==> config.mk <==
export PLATFORM = sky130hd
export DESIGN_NAME = i2c_bus_clear_sequencer
export DESIGN_NICKNAME = d
export VERILOG_FILES = /design/src/hw/rtl/ibcs_pkg.sv /design/src/hw/rtl/ibcs_core.sv /design/src/hw/rtl/i2c_bus_clear_sequencer.sv
export SDC_FILE = /design/constraint.sdc
export NUM_CORES = 1
export LEC_CHECK = 0
export BUFFER_PORTS_ARGS = -buffer_cell sky130_fd_sc_hd__buf_2
export CORE_AREA = 4 4 90 101
export CTS_CLUSTER_DIAMETER = 80
export CTS_CLUSTER_SIZE = 8
export DETAILED_ROUTE_END_ITERATION = 12
export DIE_AREA = 0 0 94 105
export GPL_TIMING_DRIVEN = 0
export PLACE_DENSITY = 0.74
export SLEW_MARGIN = 20
export SYNTH_ARGS = -nofsm -noshare
export SYNTH_HDL_FRONTEND = slang
export SYNTH_SLANG_ARGS = --single-unit
export TNS_END_PERCENT = 20
==> constraint.sdc <==
create_clock -name aclk -period 7.57 [get_ports aclk]
set_input_delay 1.514 -clock aclk [delete_from_list [all_inputs] [get_ports aclk]]
set_output_delay 1.514 -clock aclk [all_outputs]
set_load 0.05 [all_outputs]
==> src/hw/rtl/ibcs_pkg.sv <==
// shared types and constants for the i2c bus clear sequencer
// used by ibcs_core and i2c_bus_clear_sequencer; no dependencies
package ibcs_pkg;

    localparam logic [3:0]  MAX_PULSES            = 4'd9;
    localparam logic [15:0] HALF_PERIOD_RESET     = 16'd5;
    localparam logic [15:0] STRETCH_TIMEOUT_RESET = 16'd1000;

    localparam int TDATA_W = 8;

    typedef enum logic [0:0] {
        CFG_HALF_PERIOD     = 1'b0,
        CFG_STRETCH_TIMEOUT = 1'b1
    } cfg_idx_t;

    typedef enum logic [9:0] {
        PH_IDLE   = 10'b00_0000_0001,
        PH_WAIT0  = 10'b00_0000_0010,
        PH_PLOW   = 10'b00_0000_0100,
        PH_PWAIT  = 10'b00_0000_1000,
        PH_PHIGH  = 10'b00_0001_0000,
        PH_STOP_A = 10'b00_0010_0000,
        PH_STOP_B = 10'b00_0100_0000,
        PH_STOP_C = 10'b00_1000_0000,
        PH_STOP_D = 10'b01_0000_0000,
        PH_STOP_E = 10'b10_0000_0000
    } phase_t;

    typedef struct packed {
        logic [15:0] stretch_timeout_ticks;
        logic [15:0] half_period_ticks;
    } cfg_t;

    // lowest bit first: start_req, sda_level, scl_level
    typedef struct packed {
        logic scl_level;
        logic sda_level;
        logic start_req;
    } in_t;

    // lowest bit first: scl_drive_low .. success
    typedef struct packed {
        logic success;
        logic done_res;
        logic busy_res;
        logic pullups_on;
        logic sda_drive_low;
        logic scl_drive_low;
    } res_t;

endpackage

==> src/hw/rtl/ibcs_core.sv <==
// sequencer state and per-tick next-state logic for the i2c bus clear
// depends on ibcs_pkg
module ibcs_core (
    input  logic          aclk,
    input  logic          aresetn,
    input  logic          step_en,
    input  ibcs_pkg::in_t  item,
    input  ibcs_pkg::cfg_t cfg,
    output ibcs_pkg::res_t res
);
    import ibcs_pkg::*;

    phase_t      phase_reg, phase_next;
    logic [3:0]  pcnt_reg, pcnt_next;
    logic [15:0] timer_reg, timer_next;

    logic [15:0] hp_lim, to_lim, timer_inc;
    logic [3:0]  pcnt_inc;
    logic        hp_exp, to_exp, done, ok;

    assign hp_lim    = (cfg.half_period_ticks == 16'd0) ? 16'd1 : cfg.half_period_ticks;
    assign to_lim    = (cfg.stretch_timeout_ticks == 16'd0) ? 16'd1
                                                            : cfg.stretch_timeout_ticks;
    assign timer_inc = timer_reg + 16'd1;
    assign hp_exp    = ({1'b0, timer_reg} + 17'd1) >= {1'b0, hp_lim};
    assign to_exp    = ({1'b0, timer_reg} + 17'd1) >= {1'b0, to_lim};
    assign pcnt_inc  = pcnt_reg + 4'd1;

    always_comb begin
        phase_next = phase_reg;
        pcnt_next  = pcnt_reg;
        timer_next = timer_reg;
        done       = 1'b0;
        ok         = 1'b0;
        case (phase_reg)
            PH_WAIT0, PH_PWAIT, PH_STOP_C: begin
                if (item.scl_level) begin
                    timer_next = 16'd0;
                    if (phase_reg == PH_WAIT0) begin
                        phase_next = (!item.sda_level && pcnt_reg < MAX_PULSES) ? PH_PLOW
                                                                                 : PH_STOP_A;
                    end else if (phase_reg == PH_PWAIT) begin
                        phase_next = PH_PHIGH;
                    end else begin
                        phase_next = PH_STOP_D;
                    end
                end else if (to_exp) begin
                    timer_next = 16'd0;
                    phase_next = PH_IDLE;
                    done       = 1'b1;
                end else begin
                    timer_next = timer_inc;
                end
            end
            PH_PLOW, PH_STOP_A, PH_STOP_B, PH_STOP_D: begin
                if (hp_exp) begin
                    timer_next = 16'd0;
                    case (phase_reg)
                        PH_PLOW:   phase_next = PH_PWAIT;
                        PH_STOP_A: phase_next = PH_STOP_B;
                        PH_STOP_B: phase_next = PH_STOP_C;
                        default:   phase_next = PH_STOP_E;
                    endcase
                end else begin
                    timer_next = timer_inc;
                end
            end
            PH_PHIGH: begin
                if (hp_exp) begin
                    timer_next = 16'd0;
                    pcnt_next  = pcnt_inc;
                    phase_next = (!item.sda_level && pcnt_inc < MAX_PULSES) ? PH_PLOW
                                                                             : PH_STOP_A;
                end else begin
                    timer_next = timer_inc;
                end
            end
            PH_STOP_E: begin
                if (hp_exp) begin
                    timer_next = 16'd0;
                    phase_next = PH_IDLE;
                    done       = 1'b1;
                    ok         = item.sda_level && item.scl_level;
                end else begin
                    timer_next = timer_inc;
                end
            end
            default: begin
                phase_next = PH_IDLE;
                timer_next = 16'd0;
                if (item.start_req) begin
                    pcnt_next  = 4'd0;
                    phase_next = PH_WAIT0;
                end
            end
        endcase
    end

    always_comb begin
        res.scl_drive_low = (phase_next == PH_PLOW) || (phase_next == PH_STOP_A)
                         || (phase_next == PH_STOP_B);
        res.sda_drive_low = (phase_next == PH_STOP_B) || (phase_next == PH_STOP_C)
                         || (phase_next == PH_STOP_D);
        res.pullups_on    = (phase_next != PH_IDLE);
        res.busy_res      = (phase_next != PH_IDLE);
        res.done_res      = done;
        res.success       = done && ok;
    end

    always_ff @(posedge aclk) begin
        if (!aresetn) begin
            phase_reg <= PH_IDLE;
            pcnt_reg  <= 4'd0;
            timer_reg <= 16'd0;
        end else if (step_en) begin
            phase_reg <= phase_next;
            pcnt_reg  <= pcnt_next;
            timer_reg <= timer_next;
        end
    end

endmodule

==> src/hw/rtl/i2c_bus_clear_sequencer.sv <==
// top level of the i2c bus clear sequencer: stream channels, config registers
// depends on ibcs_pkg and ibcs_core
//
// usage:
//   each item on the s_ channel is one time tick with start_req and the
//   sampled sda and scl levels; each tick gives exactly one item on the m_
//   channel with the pin drives, pullups_on, busy_res, done_res and success
//   as they stand after that tick.
//   a start_req tick from idle runs the recovery: wait for scl high, up to
//   nine scl pulses while sda reads low, then a stop, then a final line check.
//   every wait for scl high is bounded by stretch_timeout_ticks; a timeout
//   releases the bus and reports done with success low.
//   an accepted tick goes through the input register, then the result
//   register. throughput: one tick per cycle while the receiver does not stall,
//   since the whole state update fits between the two registers.
//   if the receiver stalls, the result register holds and the input register
//   takes one more tick only if it is empty; s_tready stays low until m_tready returns.
//   reset (aresetn low, synchronous) returns to idle and loads the register
//   defaults: half_period_ticks 5, stretch_timeout_ticks 1000.
//   config writes (index 0 half_period_ticks, 1 stretch_timeout_ticks) are
//   taken on any cycle with cfg_wr_en high and are meant for idle periods.
module i2c_bus_clear_sequencer (
    input  logic                          aclk,
    input  logic                          aresetn,
    input  logic                          s_tvalid,
    output logic                          s_tready,
    input  logic [ibcs_pkg::TDATA_W-1:0]  s_tdata,  // start_req, sda_level, scl_level
    output logic                          m_tvalid,
    input  logic                          m_tready,
    output logic [ibcs_pkg::TDATA_W-1:0]  m_tdata,  // scl_drive_low, sda_drive_low,
                                                    // pullups_on, busy_res, done_res,
                                                    // success
    input  logic                          cfg_wr_en,
    input  ibcs_pkg::cfg_idx_t            cfg_addr,
    input  logic [15:0]                   cfg_wdata
);
    import ibcs_pkg::*;

    cfg_t cfg_reg;
    in_t  in_item_reg;
    res_t out_res_reg, res;
    logic in_valid_reg, in_valid_next;
    logic out_valid_reg, out_valid_next;
    logic out_free, step_en, s_accept;

    assign out_free = !out_valid_reg || m_tready;
    assign step_en  = in_valid_reg && out_free;
    assign s_tready = !in_valid_reg || step_en;
    assign s_accept = s_tvalid && s_tready;

    assign in_valid_next  = s_accept || (in_valid_reg && !step_en);
    assign out_valid_next = step_en || (out_valid_reg && !m_tready);

    ibcs_core u_core (
        .aclk    (aclk),
        .aresetn (aresetn),
        .step_en (step_en),
        .item    (in_item_reg),
        .cfg     (cfg_reg),
        .res     (res)
    );

    always_ff @(posedge aclk) begin
        if (!aresetn) begin
            in_valid_reg  <= 1'b0;
            out_valid_reg <= 1'b0;
            cfg_reg.half_period_ticks     <= HALF_PERIOD_RESET;
            cfg_reg.stretch_timeout_ticks <= STRETCH_TIMEOUT_RESET;
        end else begin
            in_valid_reg  <= in_valid_next;
            out_valid_reg <= out_valid_next;
            if (cfg_wr_en) begin
                case (cfg_addr)
                    CFG_HALF_PERIOD:     cfg_reg.half_period_ticks     <= cfg_wdata;
                    CFG_STRETCH_TIMEOUT: cfg_reg.stretch_timeout_ticks <= cfg_wdata;
                    default: ;
                endcase
            end
        end
    end

    always_ff @(posedge aclk) begin
        if (s_accept) begin
            in_item_reg <= s_tdata[2:0];
        end
        if (step_en) begin
            out_res_reg <= res;
        end
    end

    assign m_tvalid = out_valid_reg;
    assign m_tdata  = {2'b00, out_res_reg};

endmodule

=== Word level (Yosys, flattened, before mapping) ===
Index checks and enable logic that the tools add are counted.

* Bits in registers: 72
* Word-level logic and storage cells: 98
* Input port bits: 30

* Add/sub/neg operators: 3
* Muxes and demuxes: 27
* Bitwise gates (word level): 2
* Magnitude comparators: 4
* Equality and inequality tests: 16
* Reductions and logical operators: 31

{| class="wikitable"
|+ Operators with widths
! kind !! count
|-
| 2-to-1 mux 16 bit || 5
|-
| 2-to-1 mux 10 bit || 6
|-
| case mux 10 bit (4 select lines) || 1
|-
| greater-or-equal comparator 17 x 16 -> 1 bit || 2
|-
| logical NOT 16 bit || 2
|-
| case mux 16 bit (2 select lines) || 1
|-
| case mux 10 bit (3 select lines) || 1
|-
| equality test 10 x 3 -> 1 bit (second input constant) || 2
|-
| equality test 10 x 6 -> 1 bit (second input constant) || 2
|-
| equality test 10 x 7 -> 1 bit (second input constant) || 2
|-
| equality test 10 x 8 -> 1 bit (second input constant) || 2
|-
| equality test 10 x 9 -> 1 bit (second input constant) || 2
|-
| adder 16 x 1 -> 17 bit (second input constant) || 1
|-
| adder 16 x 1 -> 16 bit (second input constant) || 1
|-
| 2-to-1 mux 6 bit || 2
|-
| equality test 10 bit (second input constant) || 1
|-
| equality test 10 x 2 -> 1 bit (second input constant) || 1
|-
| equality test 10 x 4 -> 1 bit (second input constant) || 1
|-
| equality test 10 x 5 -> 1 bit (second input constant) || 1
|-
| != test 10 x 1 -> 1 bit (second input constant) || 1
|-
| 2-to-1 mux 9 bit || 1
|-
| logical AND 1 bit || 8
|-
| logical OR 1 bit || 8
|-
| < comparator 4 bit (second input constant) || 2
|-
| 16 further kinds || 27
|}

=== Depth between registers and ports, before layout ===
Gate-level depths: netlist of the first run.

* Depth after elaboration: 9
* Gate-level depth with buffers: 15

=== Cells and area by module ===
A second synthesis of the first run with hierarchy kept.

* Cells, all modules: 526
* Area, all modules: 4453.0 um2

{| class="wikitable"
|+ By module, submodules not included
! module !! area an instance (um2) !! cells an instance !! instances
|-
| ibcs_core || 2810.2 || 371 || 1
|-
| i2c_bus_clear_sequencer || 1642.8 || 155 || 1
|}

=== Worst setup path before layout of the first run ===
OpenSTA, ideal clock, no wires.

* Path type: reg2reg
* Start point: reg u_core.timer_reg[0]
* End point: reg out_res_reg, in the netlist m_tdata[0] (data pin)
* Required time: 7303 ps
* Setup slack: 4018 ps
* Clock period less this slack: 3552 ps
* Stages on the path, launching flop included: 15
* Arrival time: 3285 ps
* Cells stage by stage: dfxtp_1 ha_1 and4_1 and4_4 buf_6 nand3_1 xnor2_1 ha_1 a21oi_1 o21ai_0 a221o_1 a311o_4 o21ai_0 o221a_2 nand4b_1

{| class="wikitable"
|+ RTL lines
! element !! line !! RTL
|-
| start: declaration || ibcs_core.sv:15 || <nowiki>logic [15:0] timer_reg, timer_next;</nowiki>
|-
| start signal: assignment || ibcs_core.sv:118 || <nowiki>timer_reg <= timer_next;</nowiki>
|-
| end signal: assignment || i2c_bus_clear_sequencer.sv:87 || <nowiki>out_res_reg <= res;</nowiki>
|-
| end: declaration || i2c_bus_clear_sequencer.sv:41 || <nowiki>res_t out_res_reg, res;</nowiki>
|}

==> results of run 1 <==
## kinds of logic after synthesis
kind of cell,after synthesis,synth area share
AOI/OAI and AO/OA,118,0.210
xor gates and xnor gates,20,0.0401
adders and majority gates,35,0.100
buffers and inverters,64,0.0619
DFF,72,0.349
muxes,2,0.00459
other,1,0.000859
and+or+nand+nor,208,0.234
## stage by stage
stage	hold WS (ps)	cell area [µm²]	std cells	utilization	setup WS (ps)
2_1_floorplan	432	4370	521	-	4020
3_3_place_gp	445	4670	664	0.573	3490
3_5_place_dp	457	4670	664	0.573	3430
4_1_cts	470	4910	680	0.603	3390
5_1_grt	491	4910	680	0.603	3110
6_report	474	4910	680	0.603	3350
## worst register-to-register path: stages (launching register included)
cell and delay [ps]:
dfxtp_1 470, ha_1 270, and4_1 240, and4_4 230, buf_6 120, nand3_1 90
xnor2_1 350, ha_1 320, a21oi_1 140, o21ai_0 90, a221o_1 350, a311o_4 450
nor2_1 400, o31ai_1 210, nand4b_1 230
## metal layers
layer  wire length, µm  GRT usage  part of all wire  vias up
met5                 0          0                 0        -
met4               394      0.102             0.037        0
met3               448     0.0403             0.042       30
met2              5450      0.404              0.51      122
met1              4450      0.260              0.41     1807
li1                  -          -                 -     1930
## layout by cell type (no fill, tap or decap), types with 4 or more instances in the layout
cell type,count
nand3_1,13
buf_2,35
o21ai_0,11
a21o_1,7
clkbuf_8,9
clkbuf_1,10
nor2b_1,5
nor4_1,8
o211ai_1,20
dfxtp_1,64
o22ai_2,4
or3_1,8
a21boi_0,25
and3_1,7
nor3_1,8
o21ai_1,4
nor2_1,13
buf_4,5
xnor2_1,13
a21oi_1,11
nand4_1,8
inv_1,42
edfxtp_1,8
ha_1,35
xor2_1,7
nand2_1,111
and4_1,4
## final timing paths
| path | startpoint | endpoint | slack, ps | cells past startpoint |
|---|---|---|---|---|
| max | u_core.timer_reg[0] | m_tdata[0] | 3350 | 14 |
| min | u_core.timer_reg[13] | u_core.timer_reg[13] | 470 | 2 |
| min reg2reg | u_core.timer_reg[13] | u_core.timer_reg[13] | 470 | 2 |
| max reg2reg | u_core.timer_reg[0] | m_tdata[0] | 3350 | 14 |
## final cells by class
type | instances | area share
Multi-Input combinational cell | 385 | 0.525
Sequential cell | 72 | 0.310
Timing Repair Buffer | 32 | 0.0326
Inverter | 42 | 0.0321
Tap cell | 111 | 0.0283
Clock buffer | 9 | 0.0252
Clock inverter | 7 | 0.0245
Buffer | 22 | 0.0229
## power by group
part | switching (mW) | internal (mW) | total [mW]
registers | 0.00941 | 0.398 | 0.407
clock network | 0.155 | 0.220 | 0.374
logic | 0.0604 | 0.0325 | 0.0929
total | 0.224 | 0.650 | 0.874
==> impl_metrics.env, run 1 <==
export IMPL_cpMaxStageDelayCell="dfxtp_1"
export IMPL_clkTransAtPathRegs_ps=90
export IMPL_dr_pass1_iters=5
export IMPL_via_per_inst=5.72
export IMPL_worstPathRequired_ps=7640
export IMPL_period_needed_ps=4220
export IMPL_initial_utilization=0.536
export IMPL_grt_pass1_wl_mm=17.8
export IMPL_drc=0
export IMPL_drtIter0Drc=191
export IMPL_path_delay_family="compound AO/OA/AOI/OAI gates"
export IMPL_core_area_um2=8150
export IMPL_yosys_top_cells_area="dfxtp_1 (29%), ha_1 (10%), nand2_1 (9.5%), edfxtp_1 (5.5%), a21boi_0 (4.3%)"
export IMPL_fmax_mhz=237
export IMPL_antenna_found_initial=0
export IMPL_drt_wl_total_mm=10.7
export IMPL_syn_area_um2=4370
export IMPL_crit_buf_inv=1
export IMPL_num_antenna_cells=0
export IMPL_critical_path_cell_chain="ha_1 > and4_1 > and4_4 > buf_6 > nand3_1 > xnor2_1 > ha_1 > a21oi_1 > o21ai_0 > a221o_1 > a311o_4 > nor2_1 > o31ai_1 > nand4b_1"
export IMPL_hold_viol=0
export IMPL_clk_path_buf_depth=2
export IMPL_finalPower_uw=874
export IMPL_dpl_hpwl_mm=8.31
export IMPL_portBuffers=32
export IMPL_ys_seq_area_frac=0.349
export IMPL_tightest_slew_ps=752
export IMPL_cts_hold_buf=0
export IMPL_synth_common_cells="nand2_1 (111), dfxtp_1 (64), inv_1 (42)"
export IMPL_synth_enable_flop_cells=8
export IMPL_wl_per_cell_um=15.8
export IMPL_num_vias=3889
export IMPL_synth_top_area_share=0.293
export IMPL_cts_tree="built"
export IMPL_place_congestion=0.894
export IMPL_die_w_um=94
export IMPL_multi_input_area_um2=2580
export IMPL_powerDensity_nw_per_um2=178
export IMPL_maxCapViolations=0
export IMPL_syn_inst=520
export IMPL_startpoint_type="register"
export IMPL_critical_path_arrival_ps=4290
export IMPL_yosys_cell_count_top_type="nand2_1"
export IMPL_p_leak_nw=2.05
export IMPL_grt_max_degree=15
export IMPL_fin_crit_sh=0.557
export IMPL_grt_usage=0.227
export IMPL_cts_sinks=72
export IMPL_num_io_pins=40
export IMPL_rows=35
export IMPL_dieArea_um2=9870
export IMPL_async_reset_ff_frac=0
export IMPL_hold_path_class="register to register"
export IMPL_ant_nets=0
export IMPL_cts_resized=0
export IMPL_root_buffer="clkbuf_8"
export IMPL_status="finished clean"
export IMPL_fill_cells=751
export IMPL_max_slew_margin=0.498
export IMPL_cp_slowest_stage_delay_ps=470
export IMPL_ys_types=68
export IMPL_grt_overflow_total=0
export IMPL_cp_common_cell="ha_1"
export IMPL_grt_setup_unrepaired="false"
export IMPL_maxSlewViolCount=0
export IMPL_syn_area_per_cell_um2=8.40
export IMPL_fp_dieH_um=105
export IMPL_yosysWarnings=0
export IMPL_vdd_drop_max_v=0.000145
export IMPL_htree_levels=3
export IMPL_cts_setup_buffers=0
export IMPL_final_setup_skew_ps=18.4
export IMPL_clock_latency_ps=350
export IMPL_grt_pass1_vias=3835
export IMPL_crit_fanout=8
export IMPL_cts_buffers=9
export IMPL_synth_area_leader_cell="dfxtp_1"
export IMPL_tns_ps=0
export IMPL_largest_register_ffs=32
export IMPL_area_delta_synth_final_pct=12.5
export IMPL_drive_gt1_frac=0.137
export IMPL_fin_nets=629
export IMPL_ys_seq_elements=72
export IMPL_path_class="register to register"
export IMPL_seqCellArea_um2=1520
export IMPL_crit_path_end_kind="register"
export IMPL_setup_violations=0
export IMPL_synth_main_ff_cell="dfxtp_1"
Note: power is estimated with default switching activity, not from simulation.
==> run 2, diff against run 1 <==
- CORE_AREA: 4 4 90 101 -> 4 4 91 102
- DIE_AREA: 0 0 94 105 -> 0 0 95 106
- PLACE_DENSITY: 0.74 -> 0.75
- clock period: 7.57 -> 3.5 ns (I/O delays scaled with it)
==> run 2 against run 1 <==
  * The flow now finishes with violations (negative setup slack)
  * Setup slack worse by 3400 ps
  * Via count rose by 3.1%
  * Sequential share of layout area decreased by 1.5 points
  * Fmax rose by 19%
  * Count of clock-buffer cells in the layout rose by 1
  * Clock skew decreased by 6.0 ps
  * Non-clock buffer count increased by 18
  * Flip-flop and latch count unchanged
  * Combinational power up 130%
  * Routed wire length grew 5.7%
==> impl_metrics.env, run 2 (synthesized netlist as in run 1, its figures left out) <==
export IMPL_cts_buffers=9
export IMPL_cts_tree="built"
export IMPL_drt_wl_total_mm=11.4
export IMPL_drive_gt1_frac=0.223
export IMPL_final_common_cell="nand2_1"
export IMPL_place_area_um2=4680
export IMPL_grt_max_degree=15
export IMPL_cts_hold_buf=0
export IMPL_cpMaxStageDelayCell="a311o_4"
export IMPL_path_class="register to register"
export IMPL_final_setup_skew_ps=12.3
export IMPL_path_delay_family="compound AO/OA/AOI/OAI gates"
export IMPL_via_per_inst=5.74
export IMPL_grt_setup_unrepaired="true"
export IMPL_fill_cells=723
export IMPL_place_congestion=0.898
export IMPL_cp_slowest_stage_delay_ps=450
export IMPL_crit_path_end_kind="register"
export IMPL_vdd_drop_max_v=0.000278
export IMPL_crit_fanout=7
export IMPL_num_io_pins=40
export IMPL_maxSlewViolCount=0
export IMPL_p_leak_nw=2.22
export IMPL_antenna_found_initial=0
export IMPL_setup_violations=6
export IMPL_period_needed_ps=3560
export IMPL_root_buffer="clkbuf_8"
export IMPL_hold_path_class="register to register"
export IMPL_htree_levels=3
export IMPL_crit_buf_inv=1
export IMPL_fin_ws_ps=-56.1
export IMPL_clkTransAtPathRegs_ps=90
export IMPL_stdcell_area_um2=5240
export IMPL_fp_dieH_um=106
export IMPL_dpl_hpwl_mm=8.19
export IMPL_grt_overflow_total=0
export IMPL_worstPathRequired_ps=3800
export IMPL_dieArea_um2=10100
export IMPL_final_util=0.636
export IMPL_critical_path_cell_chain="and4_4 > and3_2 > nand3_2 > xnor2_2 > ha_1 > and3_1 > a221o_1 > a311o_4 > a311oi_4 > buf_6 > o21ai_4 > o22ai_2"
export IMPL_fin_crit_sh=1.02
export IMPL_num_antenna_cells=0
export IMPL_clock_latency_ps=360
export IMPL_hold_viol=0
export IMPL_status="complete, but fails checks"
export IMPL_largest_register_ffs=32
export IMPL_area_delta_synth_final_pct=19.9
export IMPL_num_vias=4010
export IMPL_powerDensity_nw_per_um2=336
export IMPL_fmax_mhz=281
export IMPL_wl_per_cell_um=16.2
export IMPL_portBuffers=32
export IMPL_cts_sinks=72
export IMPL_rows=35
export IMPL_startpoint_type="register"
export IMPL_tightest_slew_ps=698
export IMPL_ant_nets=0
export IMPL_core_area_um2=8230
export IMPL_holdWs_ps=477
export IMPL_violations="negative setup slack"
export IMPL_die_w_um=95
export IMPL_initial_utilization=0.530
export IMPL_critical_path_arrival_ps=3850
export IMPL_instances_no_fill=699
export IMPL_drtIter0Drc=261
export IMPL_drc=0
export IMPL_fin_nets=648
export IMPL_grt_pass1_vias=3921
export IMPL_dr_pass1_iters=5
export IMPL_grt_usage=0.232
export IMPL_clk_path_buf_depth=2
export IMPL_dp_cells=664
export IMPL_grt_pass1_wl_mm=18.4
export IMPL_max_slew_margin=0.535
export IMPL_final_cell_mix="nand2_1 (108), dfxtp_1 (56), inv_1 (42)"
export IMPL_maxCapViolations=0
-- run 2: final cells by class --
type / instances / area, µm² / share of cell area
Buffer: 21 / 105 / 0.0201
Clock buffer: 10 / 128 / 0.0244
Multi-Input combinational cell: 386 / 2780 / 0.531
Sequential cell: 72 / 1540 / 0.294
Clock inverter: 6 / 67.6 / 0.0129
Inverter: 42 / 158 / 0.0301
Tap cell: 111 / 139 / 0.0265
Timing Repair Buffer: 51 / 318 / 0.0607
-- run 2: routing by layer --
| layer | vias up | share of wire | global-route usage |
|---|---|---|---|
| li1 | 1980 | - | - |
| met3 | 24 | 0.047 | 0.0375 |
| met5 | - | 0 | 0 |
| met4 | 0 | 0.027 | 0.108 |
| met2 | 125 | 0.49 | 0.383 |
| met1 | 1881 | 0.44 | 0.292 |
-- run 2: worst min-delay path, cell delays in order, from the launching register on --
cell	delay, ps
dfxtp_1	320
nand2_1	50
nand3_1	60
-- run 2: path summary, 6_finish.rpt --
| kind | startpoint | end | slack (ps) | cells after the start |
|---|---|---|---|---|
| worst max-delay path | u_core.timer_reg[10] | u_core.phase_reg[3] | -60 | 12 |
| worst min-delay path | cfg_reg[0] | cfg_reg[0] | 480 | 2 |
| worst max register to register | u_core.timer_reg[10] | u_core.phase_reg[3] | -60 | 12 |
| worst min register to register | cfg_reg[0] | cfg_reg[0] | 480 | 2 |
-- run 2: where the power goes --
part / internal [mW] / total (mW) / switching, mW
Sequential: 0.857 / 0.877 / 0.0202
Clock: 0.332 / 0.670 / 0.338
Combinational: 0.0757 / 0.210 / 0.134
-- run 2: metrics by stage --
| step | worst slack [ps] | TNS [ps] | total power [mW] |
|---|---|---|---|
| 2_1_floorplan | 48.3 | 0 | 1.03 |
| 3_3_place_gp | -394 | -5870 | 1.09 |
| 3_5_place_dp | -492 | -9080 | 1.10 |
| 4_1_cts | 11.1 | 0 | 1.76 |
| 5_1_grt | -185 | -2370 | 1.82 |
| 6_report | -56.1 | -192 | 1.76 |
-- run 2: timing repair --
| action | CTS | global route |
|---|---|---|
| gates cloned | 1 | 0 |
| setup buffers | 12 | 7 |
| pin swaps | 12 | 26 |
| endpoints found under the setup margin | 34 | 31 |
| gates resized for setup | 21 | 32 |
==> run 3, diff against run 2 <==
- ABC_AREA: default -> 1
- CORE_AREA: 4 4 91 102 -> 10 10 101 112
- DIE_AREA: 0 0 95 106 -> 0 0 111 122
- PLACE_DENSITY: 0.75 -> 0.76
==> run 3 against run 2 <==
  * The flow now finishes without violations
  * Fmax is 5.5% higher
  * Global-route usage decreased by 4.3 points
  * Routed wire length rose by 15%
  * Combinational power increased by 52%
  * Clock skew grew 1.5 ps
  * Setup slack better by 180 ps
  * Critical path type unchanged
  * Highest routed layer unchanged
==> impl_metrics.env, run 3 <==
export IMPL_fin_crit_sh=0.963
export IMPL_syn_area_um2=4870
export IMPL_synth_common_cells="nand2_1 (151), inv_1 (114), dfxtp_1 (64)"
export IMPL_p_leak_nw=2.66
export IMPL_fp_dieH_um=122
export IMPL_cts_buffers=9
export IMPL_area_delta_synth_final_pct=13.6
export IMPL_fmax_mhz=297
export IMPL_place_congestion=0.947
export IMPL_crit_buf_inv=2
export IMPL_crit_fanout=7
export IMPL_core_area_um2=9120
export IMPL_drive_gt1_frac=0.158
export IMPL_synth_top_area_share=0.263
export IMPL_die_w_um=111
export IMPL_vdd_drop_max_v=0.000295
export IMPL_path_delay_family="simple AND/OR/NAND/NOR gates"
export IMPL_synth_enable_flop_cells=8
export IMPL_clkTransAtPathRegs_ps=80
export IMPL_path_class="register to register"
export IMPL_num_vias=4781
export IMPL_powerDensity_nw_per_um2=343
export IMPL_setup_violations=0
export IMPL_finalPower_mw=1.90
export IMPL_fin_ws_ps=128
export IMPL_num_antenna_cells=0
export IMPL_tns_ps=0
export IMPL_max_slew_margin=0.588
export IMPL_antenna_found_initial=0
export IMPL_wl_met3_um=594
export IMPL_clock_latency_ps=360
export IMPL_dpl_worst_slack_ps=-87.6
export IMPL_rows=37
export IMPL_ys_seq_area_frac=0.313
export IMPL_cp_slowest_stage_delay_ps=390
export IMPL_yosys_top_cells_area="dfxtp_1 (26%), nand2_1 (12%), ha_1 (9.0%), inv_1 (8.8%), a21oi_1 (6.5%)"
export IMPL_final_setup_skew_ps=13.8
export IMPL_fin_nets=827
export IMPL_dr_wl_met2_mm=6.66
export IMPL_drt_wl_total_mm=13.0
export IMPL_syn_inst=709
export IMPL_cpMaxStageDelayCell="dfxtp_4"
export IMPL_crit_path_end_kind="register"
export IMPL_grt_setup_unrepaired="true"
export IMPL_yosys_cell_count_top_type="nand2_1"
export IMPL_yosysWarnings=0
export IMPL_ant_nets=0
export IMPL_async_reset_ff_frac=0
export IMPL_tightest_slew_ps=613
export IMPL_dieArea_um2=13500
export IMPL_wl_per_cell_um=14.8
export IMPL_final_cell_mix="nand2_1 (151), inv_1 (113), a21oi_1 (62)"
export IMPL_cp_common_cell="nand2_1"
export IMPL_critical_path_cell_chain="ha_4 > nand3_2 > nor2_4 > nand3_4 > nor2_4 > nand3_4 > xor2_2 > inv_1 > ha_1 > a21oi_1 > nand2_1 > a21oi_1 > nand2_1 > nand2_1 > nand2_1 > nand2_4 > nand2_2 > buf_4 > nand3_1 > nand2_1 > a21oi_2 > nand3_1"
export IMPL_dpl_hpwl_mm=10.2
export IMPL_root_buffer="clkbuf_8"
export IMPL_initial_utilization=0.534
export IMPL_htree_levels=3
export IMPL_ys_types=44
export IMPL_portBuffers=32
export IMPL_synth_area_leader_cell="dfxtp_1"
export IMPL_status="finished clean"
export IMPL_grt_pass1_vias=4540
export IMPL_grt_usage=0.189
export IMPL_maxSlewViolCount=0
export IMPL_critical_path_arrival_ps=3480
export IMPL_clk_path_buf_depth=2
export IMPL_maxCapViolations=0
export IMPL_maxUsedRoutingLayer="met4"
export IMPL_met1_length_mm=5.29
export IMPL_grt_pass1_wl_mm=21.2
export IMPL_cts_tree="built"
export IMPL_startpoint_type="register"
export IMPL_drc=0
export IMPL_final_util=0.606
export IMPL_final_common_cell="nand2_1"
export IMPL_hold_viol=0
export IMPL_via_per_inst=5.41
export IMPL_worstPathRequired_ps=3610
export IMPL_hold_path_class="register to register"
export IMPL_grt_overflow_total=0
export IMPL_period_needed_ps=3370
export IMPL_grt_max_degree=15
export IMPL_cts_sinks=72
export IMPL_num_io_pins=40
export IMPL_largest_register_ffs=32
export IMPL_drtIter0Drc=348
export IMPL_syn_area_per_cell_um2=6.86
export IMPL_dr_pass1_iters=5
export IMPL_synth_main_ff_cell="dfxtp_1"
export IMPL_ys_seq_elements=72
==> run 3: changes by cell type in the layout (fill, tap and decap cells not counted), moves of 10 or more <==
| cell | before | now |
|---|---|---|
| o211ai_1 | 20 | 9 |
| nand4_1 | 8 | 18 |
| a21oi_1 | 9 | 62 |
| nand2_1 | 108 | 151 |
| a21boi_0 | 25 | 0 |
| o21ai_0 | 7 | 30 |
| nor2_1 | 11 | 49 |
| nand3_1 | 10 | 51 |
| inv_1 | 42 | 113 |
==> run 3: final timing paths <==
kind / to / from / cells past startpoint / slack, ps
worst max-delay path: m_tdata[0] / u_core.timer_reg[0] / 22 / 130
worst min-delay path: m_tvalid / in_valid_reg / 2 / 480
worst max register to register: m_tdata[0] / u_core.timer_reg[0] / 22 / 130
worst min register to register: m_tvalid / in_valid_reg / 2 / 480
==> run 3: per-layer routing <==
layer  global-route usage  vias to the layer above
met5                    0                        -
met4               0.0993                        0
met3               0.0418                       43
met2                0.343                      147
met1                0.203                     2174
li1                     -                     2417
==> run 3: kinds of logic (layout without fill, tap and decap cells) <==
kind of cell | Yosys count | after routing | synth area share
AOI/OAI and AO/OA | 113 | 113 | 0.128
xor gates and xnor gates | 12 | 12 | 0.0216
adders and majority gates | 35 | 35 | 0.0900
buffers and inverters | 145 | 202 | 0.119
DFF | 72 | 72 | 0.313
other | 1 | 2 | 0.000770
and+or+nand+nor | 331 | 331 | 0.328
==> run 3: through the flow <==
stage / hold WS, ps / cells / cell area [µm²]
6_report: 482 / 884 / 5530
5_1_grt: 489 / 884 / 5530
4_1_cts: 482 / 875 / 5380
3_5_place_dp: 466 / 859 / 5180
3_3_place_gp: 450 / 859 / 5180
2_1_floorplan: 431 / 710 / 4870
==> run 3: where the power goes <==
part	switching (mW)	total [mW]	internal, mW
Combinational	0.218	0.320	0.102
Clock	0.339	0.672	0.333
Sequential	0.0316	0.905	0.874
Total	0.589	1.90	1.31
==> run 3: worst register-to-register path, cell delays in order, from the launching register on <==
cell and delay [ps]:
dfxtp_4 390, ha_4 160, nand3_2 110, nor2_4 160, nand3_4 110, nor2_4 180
nand3_4 110, xor2_2 190, inv_1 90, ha_1 320, a21oi_1 190, nand2_1 90
a21oi_1 120, nand2_1 60, nand2_1 50, nand2_1 80, nand2_4 120, nand2_2 100
buf_4 180, nand3_1 70, nand2_1 70, a21oi_2 110, nand3_1 80
==> run 3: repair_timing <==
item / 4_1_cts / 5_1_grt
pin swaps: 0 / 7
buffers inserted: 0 / 8
cloned: 0 / 1
endpoints found under the setup margin: 14 / 33
gates resized for setup: 2 / 21
hold buffers: 0 / 0
endpoints found under the hold margin: 0 / 0
==> run 3: layout make-up <==
class / count / area [µm²]
timing repair buffer: 41 / 228
inverter: 120 / 450
sequential: 72 / 1530
clock buffer: 10 / 128
multi-input combinational: 493 / 2850
clock inverter: 6 / 67.6
fill: 831 / 3590
tap: 117 / 146
buffer: 25 / 128
